$ cat src/rtl/jbcd_pkg.sv
// Shared types and constants for the JPEG block coefficient decoder.
package jbcd_pkg;

   localparam int unsigned BLOCK_COEFFS = 64;
   localparam int unsigned POS_W        = $clog2(BLOCK_COEFFS);
   localparam int unsigned SYM_W        = 8;
   localparam int unsigned AMP_W        = 15;
   localparam int unsigned COEF_W       = 16;
   localparam int unsigned NIB_W        = 4;
   localparam int unsigned CSR_INDEX_W  = 1;

   // register indexes
   localparam logic [CSR_INDEX_W-1:0] CSR_SPECTRAL_START = 1'b0;
   localparam logic [CSR_INDEX_W-1:0] CSR_SPECTRAL_END   = 1'b1;

   localparam logic [SYM_W-1:0] SYM_EOB = 8'h00;

   // shared adder operations
   typedef enum logic [1:0] {
      ALU_HOLD,
      ALU_EXT,
      ALU_ADD
   } alu_op_type;

endpackage

$ cat src/rtl/jpeg_block_coefficient_decoder.sv
// Top level: symbol sequencer expanding run/size symbols into block coefficients.
// Order: after accept, a DC item passes the extend, add and emit states before rsp_valid rises;
// an AC item passes extend and emit; later coefficients follow one per cycle unless stalled.
// Throughput: req_stall holds the input until the item's last coefficient is emitted;
// the emit sequencer delivers one coefficient per cycle at most.
// Reset (synchronous): spectral_start 0, spectral_end 63, no block open, no output.
module jpeg_block_coefficient_decoder (
   input  logic                                     clock,
   input  logic                                     reset,
   // request channel
   input  logic                                     req_valid,
   output logic                                     req_stall,
   input  logic [jbcd_pkg::SYM_W-1:0]               req_symbol,
   input  logic [jbcd_pkg::AMP_W-1:0]               req_amplitude_bits,
   input  logic signed [jbcd_pkg::COEF_W-1:0]       req_dc_predictor,
   // result channel
   output logic                                     rsp_valid,
   input  logic                                     rsp_stall,
   output logic signed [jbcd_pkg::COEF_W-1:0]       rsp_coefficient,
   output logic [jbcd_pkg::POS_W-1:0]               rsp_coefficient_index,
   output logic                                     rsp_last,
   output logic                                     rsp_run_overflow,
   // register write port
   input  logic                                     csr_valid,
   output logic                                     csr_ready,
   input  logic [jbcd_pkg::CSR_INDEX_W-1:0]         csr_index,
   input  logic [jbcd_pkg::POS_W-1:0]               csr_data
);

   localparam int unsigned PW = jbcd_pkg::POS_W;
   localparam int unsigned NW = jbcd_pkg::NIB_W;

   typedef enum logic [1:0] {
      ST_IDLE,
      ST_EXT,
      ST_ADD,
      ST_EMIT
   } state_type;

   state_type state_ff;

   // configuration
   logic [PW-1:0] start_ff;
   logic [PW-1:0] end_ff;

   // block state
   logic [PW-1:0] np_ff;
   logic          open_ff;

   // current request
   logic [NW-1:0]                      size_ff;
   logic [jbcd_pkg::AMP_W-1:0]         amp_ff;
   logic signed [jbcd_pkg::COEF_W-1:0] pred_ff;
   logic                               dc_ff;     // DC item: add predictor after extend
   logic                               fill_ff;   // zero fill to the end (EOB or clipped run)
   logic                               ovf_ff;
   logic [PW-1:0]                      pos_ff;
   logic [PW-1:0]                      end_eff_ff;
   logic [NW-1:0]                      run_ff;

   // output register
   logic                               rsp_valid_ff;
   logic signed [jbcd_pkg::COEF_W-1:0] rsp_coef_ff;
   logic [PW-1:0]                      rsp_index_ff;
   logic                               rsp_last_ff;
   logic                               rsp_ovf_ff;

   // accept-time decode
   logic [PW-1:0] end_eff;
   logic          open_ok;
   logic [PW-1:0] pos;
   logic [NW-1:0] run;
   logic [PW:0]   run_reach;
   logic          is_dc;
   logic          is_eob;
   logic          clip;
   logic          accept;
   logic          emit;
   logic          at_end;

   jbcd_pkg::alu_op_type               alu_op;
   logic signed [jbcd_pkg::COEF_W-1:0] alu_result;

   assign end_eff   = (end_ff < start_ff) ? start_ff : end_ff;
   // a block left open outside a changed range is abandoned
   assign open_ok   = open_ff && (np_ff >= start_ff) && (np_ff <= end_eff);
   assign pos       = open_ok ? np_ff : start_ff;
   assign run       = req_symbol[jbcd_pkg::SYM_W-1:NW];
   assign run_reach = {1'b0, pos} + {{(PW+1-NW){1'b0}}, run};

   // position 0 is always the DC term; EOB is checked before the run clip
   assign is_dc  = (pos == '0);
   assign is_eob = !is_dc && (req_symbol == jbcd_pkg::SYM_EOB);
   assign clip   = !is_dc && !is_eob && (run_reach > {1'b0, end_eff});

   assign req_stall = (state_ff != ST_IDLE);
   assign accept    = req_valid && !req_stall;
   assign csr_ready = 1'b1;

   // one coefficient per cycle whenever the output register frees up
   assign emit   = (state_ff == ST_EMIT) && (!rsp_valid_ff || !rsp_stall);
   assign at_end = (pos_ff == end_eff_ff);

   always_comb begin
      case (state_ff)
         ST_EXT:  alu_op = jbcd_pkg::ALU_EXT;
         ST_ADD:  alu_op = jbcd_pkg::ALU_ADD;
         default: alu_op = jbcd_pkg::ALU_HOLD;
      endcase
   end

   jbcd_alu u_alu (
      .clock     (clock),
      .op        (alu_op),
      .size      (size_ff),
      .amp       (amp_ff),
      .pred      (pred_ff),
      .result_ff (alu_result)
   );

   always_ff @(posedge clock) begin
      if (reset) begin
         state_ff     <= ST_IDLE;
         start_ff     <= '0;
         end_ff       <= PW'(jbcd_pkg::BLOCK_COEFFS - 1);
         np_ff        <= '0;
         open_ff      <= 1'b0;
         rsp_valid_ff <= 1'b0;
      end else begin
         if (csr_valid && csr_ready) begin
            case (csr_index)
               jbcd_pkg::CSR_SPECTRAL_START: start_ff <= csr_data;
               jbcd_pkg::CSR_SPECTRAL_END:   end_ff   <= csr_data;
               default: ;
            endcase
         end

         // taken result leaves unless a new one replaces it this cycle
         if (rsp_valid_ff && !rsp_stall && !emit)
            rsp_valid_ff <= 1'b0;

         case (state_ff)
            ST_IDLE: begin
               if (accept) begin
                  size_ff    <= req_symbol[NW-1:0];
                  amp_ff     <= req_amplitude_bits;
                  pred_ff    <= req_dc_predictor;
                  pos_ff     <= pos;
                  end_eff_ff <= end_eff;
                  open_ff    <= 1'b1;
                  dc_ff      <= is_dc;
                  fill_ff    <= is_eob || clip;
                  ovf_ff     <= clip;
                  run_ff     <= is_dc ? '0 : run;
                  state_ff   <= ST_EXT;
               end
            end
            ST_EXT: begin
               state_ff <= dc_ff ? ST_ADD : ST_EMIT;
            end
            ST_ADD: begin
               state_ff <= ST_EMIT;
            end
            ST_EMIT: begin
               if (emit) begin
                  rsp_valid_ff <= 1'b1;
                  rsp_index_ff <= pos_ff;
                  rsp_ovf_ff   <= ovf_ff;
                  if (fill_ff || run_ff != '0) begin
                     // zero of a run or of an end-of-block fill
                     rsp_coef_ff <= '0;
                     rsp_last_ff <= fill_ff && at_end;
                     if (fill_ff && at_end) begin
                        open_ff  <= 1'b0;
                        np_ff    <= '0;
                        state_ff <= ST_IDLE;
                     end else begin
                        pos_ff <= pos_ff + PW'(1);
                        if (!fill_ff)
                           run_ff <= run_ff - NW'(1);
                     end
                  end else begin
                     // the amplitude itself closes the item
                     rsp_coef_ff <= alu_result;
                     rsp_last_ff <= at_end;
                     if (at_end) begin
                        open_ff <= 1'b0;
                        np_ff   <= '0;
                     end else begin
                        np_ff <= pos_ff + PW'(1);
                     end
                     state_ff <= ST_IDLE;
                  end
               end
            end
            default: state_ff <= ST_IDLE;
         endcase
      end
   end

   assign rsp_valid             = rsp_valid_ff;
   assign rsp_coefficient       = rsp_coef_ff;
   assign rsp_coefficient_index = rsp_index_ff;
   assign rsp_last              = rsp_last_ff;
   assign rsp_run_overflow      = rsp_ovf_ff;

endmodule

$ cat src/rtl/jbcd_alu.sv
// Shared 16-bit adder: amplitude sign extension and DC predictor add.
module jbcd_alu (
   input  logic                                  clock,
   input  jbcd_pkg::alu_op_type                  op,
   input  logic [jbcd_pkg::NIB_W-1:0]            size,
   input  logic [jbcd_pkg::AMP_W-1:0]            amp,
   input  logic signed [jbcd_pkg::COEF_W-1:0]    pred,
   output logic signed [jbcd_pkg::COEF_W-1:0]    result_ff
);

   logic [jbcd_pkg::COEF_W-1:0] mask;
   logic [jbcd_pkg::COEF_W-1:0] bits_m;
   logic                        neg;
   logic [jbcd_pkg::COEF_W-1:0] opa;
   logic [jbcd_pkg::COEF_W-1:0] opb;
   logic signed [jbcd_pkg::COEF_W-1:0] result_in;

   // low size bits; a clear top bit marks a negative amplitude
   assign mask   = (jbcd_pkg::COEF_W'(1) << size) - jbcd_pkg::COEF_W'(1);
   assign bits_m = {1'b0, amp} & mask;
   assign neg    = (size != '0) && !bits_m[size - jbcd_pkg::NIB_W'(1)];

   always_comb begin
      opa = bits_m;
      opb = neg ? ~mask + jbcd_pkg::COEF_W'(1) : '0;   // 1 - 2^size
      if (op == jbcd_pkg::ALU_ADD) begin
         opa = result_ff;
         opb = pred;
      end
   end

   always_comb begin
      result_in = result_ff;
      case (op)
         jbcd_pkg::ALU_EXT,
         jbcd_pkg::ALU_ADD: result_in = opa + opb;
         default:           result_in = result_ff;
      endcase
   end

   always_ff @(posedge clock) begin
      result_ff <= result_in;
   end

endmodule
$ cat config.mk
export PLATFORM = sky130hd
export DESIGN_NAME = jpeg_block_coefficient_decoder
export DESIGN_NICKNAME = d
export VERILOG_FILES = /design/src/rtl/jbcd_pkg.sv /design/src/rtl/jpeg_block_coefficient_decoder.sv /design/src/rtl/jbcd_alu.sv
export SDC_FILE = /design/constraint.sdc
export NUM_CORES = 1
export LEC_CHECK = 0
export ABC_AREA = 1
export BUFFER_PORTS_ARGS = -buffer_cell sky130_fd_sc_hd__buf_2
export CAP_MARGIN = 40
export CORE_ASPECT_RATIO = 0.6
export CORE_UTILIZATION = 60
export CTS_CLUSTER_DIAMETER = 150
export CTS_CLUSTER_SIZE = 40
export DETAILED_ROUTE_END_ITERATION = 8
export GPL_ROUTABILITY_DRIVEN = 0
export MAX_ROUTING_LAYER = met4
export PLACE_DENSITY = 0.81
export SYNTH_ARGS = -nofsm -noshare
export SYNTH_HDL_FRONTEND = slang
export SYNTH_SLANG_ARGS = --single-unit
export TNS_END_PERCENT = 1
$ cat constraint.sdc
create_clock -name clock -period 6.85 [get_ports clock]
set_clock_uncertainty 0.15 [all_clocks]
set_input_delay 1.37 -clock clock [delete_from_list [all_inputs] [get_ports clock]]
set_output_delay 1.37 -clock clock [all_outputs]
set_load 0.01 [all_outputs]
==> results.py, run 1 <==
metrics = {
    "synthesis": {
        "synth_area_um2": 7180,
        "synth_edf_count": 94,
        "ys_ff_latch": 116,
        "synth_area_per_cell_um2": 9.03,
        "yosysSeqAreaShare_pct": 45.4,
        "synth_cell_types": 50,
        "async_reset_ff_share_pct": 0,
        "yosys_warnings": 0,
        "yosys_most_used_dff": "edfxtp_1",
        "synthCells": 795,
        "syn_nets": 902,
    },
    "power_and_ir_drop": {
        "leakage_nw": 3.74,
        "seq_power_share_pct": 32.7,
        "p_total_mw": 3.25,
        "p_int_mw": 2.00,
        "p_switching_mw": 1.25,
        "clock_power_share_pct": 28.3,
        "peakVddDrop_mv": 0.243,
        "swShare_pct": 38.5,
        "pwr-share-comb_pct": 39.1,
        "p_per_area_nw_per_um2": 392,
    },
    "final_layout": {
        "final_common_cell": "nand2_1",
        "area_delta_synth_final_pct": 15.5,
        "layout_common_cells": "nand2_1 (148), inv_1 (114), edfxtp_1 (94), buf_2 (76), ha_1 (54)",
        "diodes": 0,
        "drive_gt1_share_pct": 18.9,
        "fin_nets": 982,
        "fin_area_um2": 8300,
    },
    "die": {
        "core-area_um2": 11500,
        "fp.dieW_um": 143,
        "die-area_um2": 12400,
        "num_rows": 30,
        "ios": 78,
        "die_h_um": 86.7,
        "start_util_pct": 62.5,
    },
    "clock_tree": {
        "cts.sinks": 116,
        "cts-buffers-inserted": 17,
        "root_buffer": "clkbuf_16",
        "insertion_delay_ns": 0.42,
        "cts_resized": 0,
        "clk_pin_slew_ns": 0.06,
        "cts_tree": "built",
        "cts_buffer_depth": 2,
        "cts_hold_buf": 0,
        "htree_levels": 4,
        "postCtsSetupBuffers": 0,
    },
    "global_routing": {
        "grt_usage_pct": 31.8,
        "grt_overflow": 0,
        "grt_start_max_net_pins": 45,
        "grt_pass1_wl_mm": 28.2,
        "grt_pass1_vias": 5484,
        "antenna_found_initial": 0,
    },
    "route": {
        "firstDrtPassIters": 6,
        "via_per_inst": 5.80,
        "ant_nets": 0,
        "vias": 6080,
        "routed_wl_mm": 18.1,
        "drt_iter0_drc": 895,
        "drc": 0,
        "routedWlPerCell_um": 17.3,
    },
    "placement": {
        "place_area_um2": 7690,
        "dp.final_hpwl_mm": 13.7,
        "numPortBuffers": 76,
    },
    "worst_setup_path": {
        "crit_required_ns": 6.87,
        "cp_slowest_cell": "edfxtp_1",
        "crit_buf_inv": 4,
        "end_kind": "flip-flop",
        "worst_ep_arrival_time_ns": 6.14,
        "critPathLaunchType": "flip-flop",
        "worstPathMaxFanout": 14,
        "path_class": "flip-flop to flip-flop",
        "cp_slowest_stage_delay_ns": 0.60,
        "crit_family": "simple AND/OR/NAND/NOR gates",
    },
    "sta": {
        "max_freq_ghz": 0.163,
        "hold_viol_final": 0,
        "setup_violations": 0,
        "period_share_pct": 89.3,
        "fin_crit_ns": 6.12,
        "maxSlewViolCount": 0,
        "slew_headroom_pct": 51.3,
        "tns_ns": 0,
        "rsz0062_at_grt": "false",
        "tightest_slew_ns": 0.730,
    },
    "outcome": {
        "status": "finished, final reports clean",
    },
    "job": {
        "maxCapViolations": 0,
    },
    "min_path": {
        "hold_class": "flip-flop to flip-flop",
    },
}
## worst paths after layout
check | from | slack [ns] | endpoint | cells past startpoint
worst max-delay path | size_ff[0]$_DFFE_PP_ | 0.73 | u_alu.result_ff[14]$_DFFE_PP_ | 30
worst min-delay path | ovf_ff$_DFFE_PP_ | 0.27 | rsp_run_overflow$_DFFE_PP_ | 0
worst max register to register | size_ff[0]$_DFFE_PP_ | 0.73 | u_alu.result_ff[14]$_DFFE_PP_ | 30
worst min register to register | ovf_ff$_DFFE_PP_ | 0.27 | rsp_run_overflow$_DFFE_PP_ | 0
## layout make-up
type                            count  area, um^2
Fill cell                         828        3190
Clock buffer                       20         457
Sequential cell                   116        3260
Multi-Input combinational cell    537        3350
Clock inverter                     12         154
Timing Repair Buffer               79         403
Inverter                          124         468
Tap cell                          160         200
## Yosys cell counts (2+ instances only)
library cell	instances	share of area, %
o31ai_1	4	0.42
nand4_1	10	0.87
inv_1	114	6.0
clkinv_1	4	0.21
a21oi_1	44	3.1
xnor2_1	15	1.8
nand2_2	15	1.3
nand3_2	6	0.84
inv_2	5	0.26
o21ai_1	7	0.49
ha_1	54	9.4
clkbuf_1	12	0.63
a31oi_1	3	0.26
nor2_4	2	0.31
o21bai_1	4	0.42
edfxtp_1	94	39
nand2_4	6	0.94
buf_4	2	0.21
nand3_1	48	3.3
dfxtp_1	22	6.1
o31ai_2	7	1.2
a21oi_4	2	0.45
o211ai_1	6	0.63
a211oi_1	4	0.42
fa_1	2	0.56
nor2_1	46	2.4
buf_6	2	0.31
nand2_1	148	7.7
nor3_1	7	0.49
o2111ai_1	4	0.49
o21ai_0	43	3.0
nand3b_1	3	0.31
xor2_1	23	2.8
nor2_2	8	0.70
o22ai_1	3	0.26
o21ai_4	2	0.45
## power groups by stage
stage	clock network, mW	registers, mW	logic, mW
after global routing	0.955	1.08	1.37
after detailed placement	0	1.07	1.21
after CTS	0.922	1.06	1.23
after floorplan	0	1.05	0.918
final	0.918	1.06	1.27
after global placement	0	1.06	1.15
## flip-flops by register name, summed over array words and instances, names as in the netlist, 2 cells and up
name,cells
amp_ff,15
run_ff,4
size_ff,4
start_ff,6
pos_ff,6
rsp_coefficient,16
end_ff,6
end_eff_ff,6
np_ff,6
rsp_coefficient_index,6
pred_ff,16
u_alu.result_ff,16
state_ff,2
## metal layers
layer | vias to the layer above | wire, um | track usage (%)
li1 | 2837 | - | -
met1 | 2785 | 8410 | 45.9
met2 | 400 | 7150 | 42.7
met3 | 58 | 2160 | 8.78
met4 | 0 | 408 | 10.2
met5 | - | 0 | -
## per-stage QoR
step / utilization, % / worst slack, ns / cells / hold slack [ns]
after floorplan: - / 1.57 / 795 / 0.250
after global placement: 66.9 / 1.35 / 1016 / 0.259
after detailed placement: 66.9 / 1.02 / 1016 / 0.255
after CTS: 72.2 / 0.907 / 1048 / 0.268
after global routing: 72.2 / 0.218 / 1048 / 0.288
final: 72.2 / 0.733 / 1048 / 0.267
## cell families (layout without fill, tap and decap cells)
group	Yosys count	in the layout	share of synthesized area [%]
other	1	1	0.0522
adders and majority gates	56	56	9.97
DFF	116	116	45.4
and+or+nand+nor	305	305	19.9
xor gates and xnor gates	38	38	4.63
AOI/OAI and AO/OA	137	137	12.0
buffers and inverters	142	235	8.01
Power figures use the tool's default switching activity.
==> run 2, diff against run 1 <==
--- a/config.mk
+++ b/config.mk
@@ -6,13 +6,13 @@
 export NUM_CORES = 1
 export LEC_CHECK = 0
 export ABC_AREA = 1
-export BUFFER_PORTS_ARGS = -buffer_cell sky130_fd_sc_hd__buf_2
 export CAP_MARGIN = 40
 export CORE_ASPECT_RATIO = 0.6
-export CORE_UTILIZATION = 60
+export CORE_UTILIZATION = 65
 export CTS_CLUSTER_DIAMETER = 150
 export CTS_CLUSTER_SIZE = 40
 export DETAILED_ROUTE_END_ITERATION = 8
+export DONT_BUFFER_PORTS = 1
 export GPL_ROUTABILITY_DRIVEN = 0
 export MAX_ROUTING_LAYER = met4
 export PLACE_DENSITY = 0.81
==> run 2 against run 1 <==
  * First-iteration DRC count decreased by 7.8%
  * Register-to-register slack got worse by 0.11 ns
  * Wire length shrank 2.5%
==> results.py, run 2 (synthesis results as in run 1) <==
metrics = {
    "die": {
        "die-area_um2": 11500,
        "num_rows": 29,
        "start_util_pct": 67.3,
        "ios": 78,
        "fp.dieW_um": 138,
        "die_h_um": 83.4,
        "core-area_um2": 10700,
    },
    "sta": {
        "maxSlewViolCount": 0,
        "period_share_pct": 90.9,
        "worst_slack_ns": 0.622,
        "fin_crit_ns": 6.23,
        "tns_ns": 0,
        "rsz0062_at_grt": "false",
        "setup_violations": 0,
        "tightest_slew_ns": 0.847,
        "slew_headroom_pct": 42.9,
        "hold_viol_final": 0,
        "hold-worst-slack_ns": 0.268,
        "max_freq_ghz": 0.161,
    },
    "global_routing": {
        "grt_usage_pct": 33.5,
        "antenna_found_initial": 0,
        "grt_start_max_net_pins": 44,
        "grt_overflow": 0,
        "grt_pass1_vias": 5357,
        "grt_pass1_wl_mm": 28.0,
    },
    "worst_setup_path": {
        "end_kind": "flip-flop",
        "crit_required_ns": 6.87,
        "cp_slowest_cell": "edfxtp_1",
        "r2r_end": "u_alu.result_ff[14]$_DFFE_PP_",
        "worstReg2RegStart": "size_ff[0]$_DFFE_PP_",
        "worstPathMaxFanout": 14,
        "crit_family": "simple AND/OR/NAND/NOR gates",
        "rrSetupSlack_ns": 0.62,
        "worst_ep_arrival_time_ns": 6.25,
        "crit_buf_inv": 4,
        "rr_worst_depth": 30,
        "path_class": "flip-flop to flip-flop",
        "critPathLaunchType": "flip-flop",
        "cp_slowest_stage_delay_ns": 0.61,
    },
    "route": {
        "via_per_inst": 6.14,
        "routed_wl_mm": 17.7,
        "routedWlPerCell_um": 18.6,
        "ant_nets": 0,
        "drc": 0,
        "firstDrtPassIters": 6,
        "vias": 5835,
        "drt_iter0_drc": 825,
    },
    "final_layout": {
        "layout_common_cells": "nand2_1 (148), inv_1 (114), edfxtp_1 (94), ha_1 (54), nand3_1 (48)",
        "drive_gt1_share_pct": 11.3,
        "fin_area_um2": 7910,
        "final_util_pct": 74.2,
        "diodes": 0,
        "area_delta_synth_final_pct": 10.2,
        "fin_nets": 906,
        "fin_cells": 951,
        "fillers": 756,
        "final_common_cell": "nand2_1",
    },
    "placement": {
        "post-place-ws_ns": 0.975,
        "numPortBuffers": 0,
        "dp_cells": 919,
        "dp.final_hpwl_mm": 13.3,
        "place_area_um2": 7280,
    },
    "power_and_ir_drop": {
        "p_total_mw": 3.26,
        "p_int_mw": 2.00,
        "leakage_nw": 3.45,
        "pwr-share-comb_pct": 37.8,
        "clock_power_share_pct": 29.3,
        "peakVddDrop_mv": 0.240,
        "swShare_pct": 38.5,
        "p_switching_mw": 1.26,
        "p_per_area_nw_per_um2": 412,
        "seq_power_share_pct": 32.9,
    },
    "min_path": {
        "whs_endpoint": "rsp_run_overflow$_DFFE_PP_",
        "hold_depth": 0,
        "hold_class": "flip-flop to flip-flop",
        "hp-start": "ovf_ff$_DFFE_PP_",
    },
    "clock_tree": {
        "cts_hold_buf": 0,
        "root_buffer": "clkbuf_16",
        "cts_tree": "built",
        "clk_pin_slew_ns": 0.06,
        "cts_buffer_depth": 2,
        "cts-buffers-inserted": 17,
        "insertion_delay_ns": 0.42,
        "htree_levels": 4,
        "cts_resized": 0,
        "cts.sinks": 116,
        "postCtsSetupBuffers": 0,
    },
    "job": {
        "maxCapViolations": 0,
    },
    "outcome": {
        "status": "finished, final reports clean",
    },
}
[run 2: layout make-up]
cell class / instances / area (um^2) / share of cell area (%)
clock buffer: 18 / 429 / 5.42
clock inverter: 14 / 201 / 2.55
inverter: 124 / 468 / 5.91
multi-input combinational: 537 / 3350 / 42.4
sequential: 116 / 3260 / 41.2
tap: 139 / 174 / 2.20
timing repair buffer: 3 / 22.5 / 0.285
[run 2: routing by layer]
metal / wire length (um) / track usage (%) / part of all wire, % / up-vias
li1: - / - / - / 2685
met1: 8110 / 49.6 / 46 / 2717
met2: 7140 / 44.8 / 40 / 399
met3: 2220 / 9.40 / 13 / 34
met4: 206 / 8.60 / 1.2 / 0
met5: 0 / - / 0 / -
[run 2: how the worst max path moves through the flow]
stage | to | start | cells past startpoint
after floorplan | amp_ff[0]$_DFFE_PP_ | reset | 2
after global placement | u_alu.result_ff[14]$_DFFE_PP_ | size_ff[0]$_DFFE_PP_ | 30
after detailed placement | u_alu.result_ff[14]$_DFFE_PP_ | size_ff[0]$_DFFE_PP_ | 30
after CTS | u_alu.result_ff[14]$_DFFE_PP_ | size_ff[0]$_DFFE_PP_ | 30
after global routing | u_alu.result_ff[14]$_DFFE_PP_ | size_ff[0]$_DFFE_PP_ | 30
final | u_alu.result_ff[14]$_DFFE_PP_ | size_ff[0]$_DFFE_PP_ | 30
[run 2: power groups by stage]
stage	Clock [mW]	Combinational [mW]	Sequential, mW
after floorplan	0	0.918	1.05
after global placement	0	1.12	1.07
after detailed placement	0	1.16	1.08
after CTS	0.953	1.19	1.07
after global routing	0.988	1.35	1.09
final	0.954	1.23	1.07
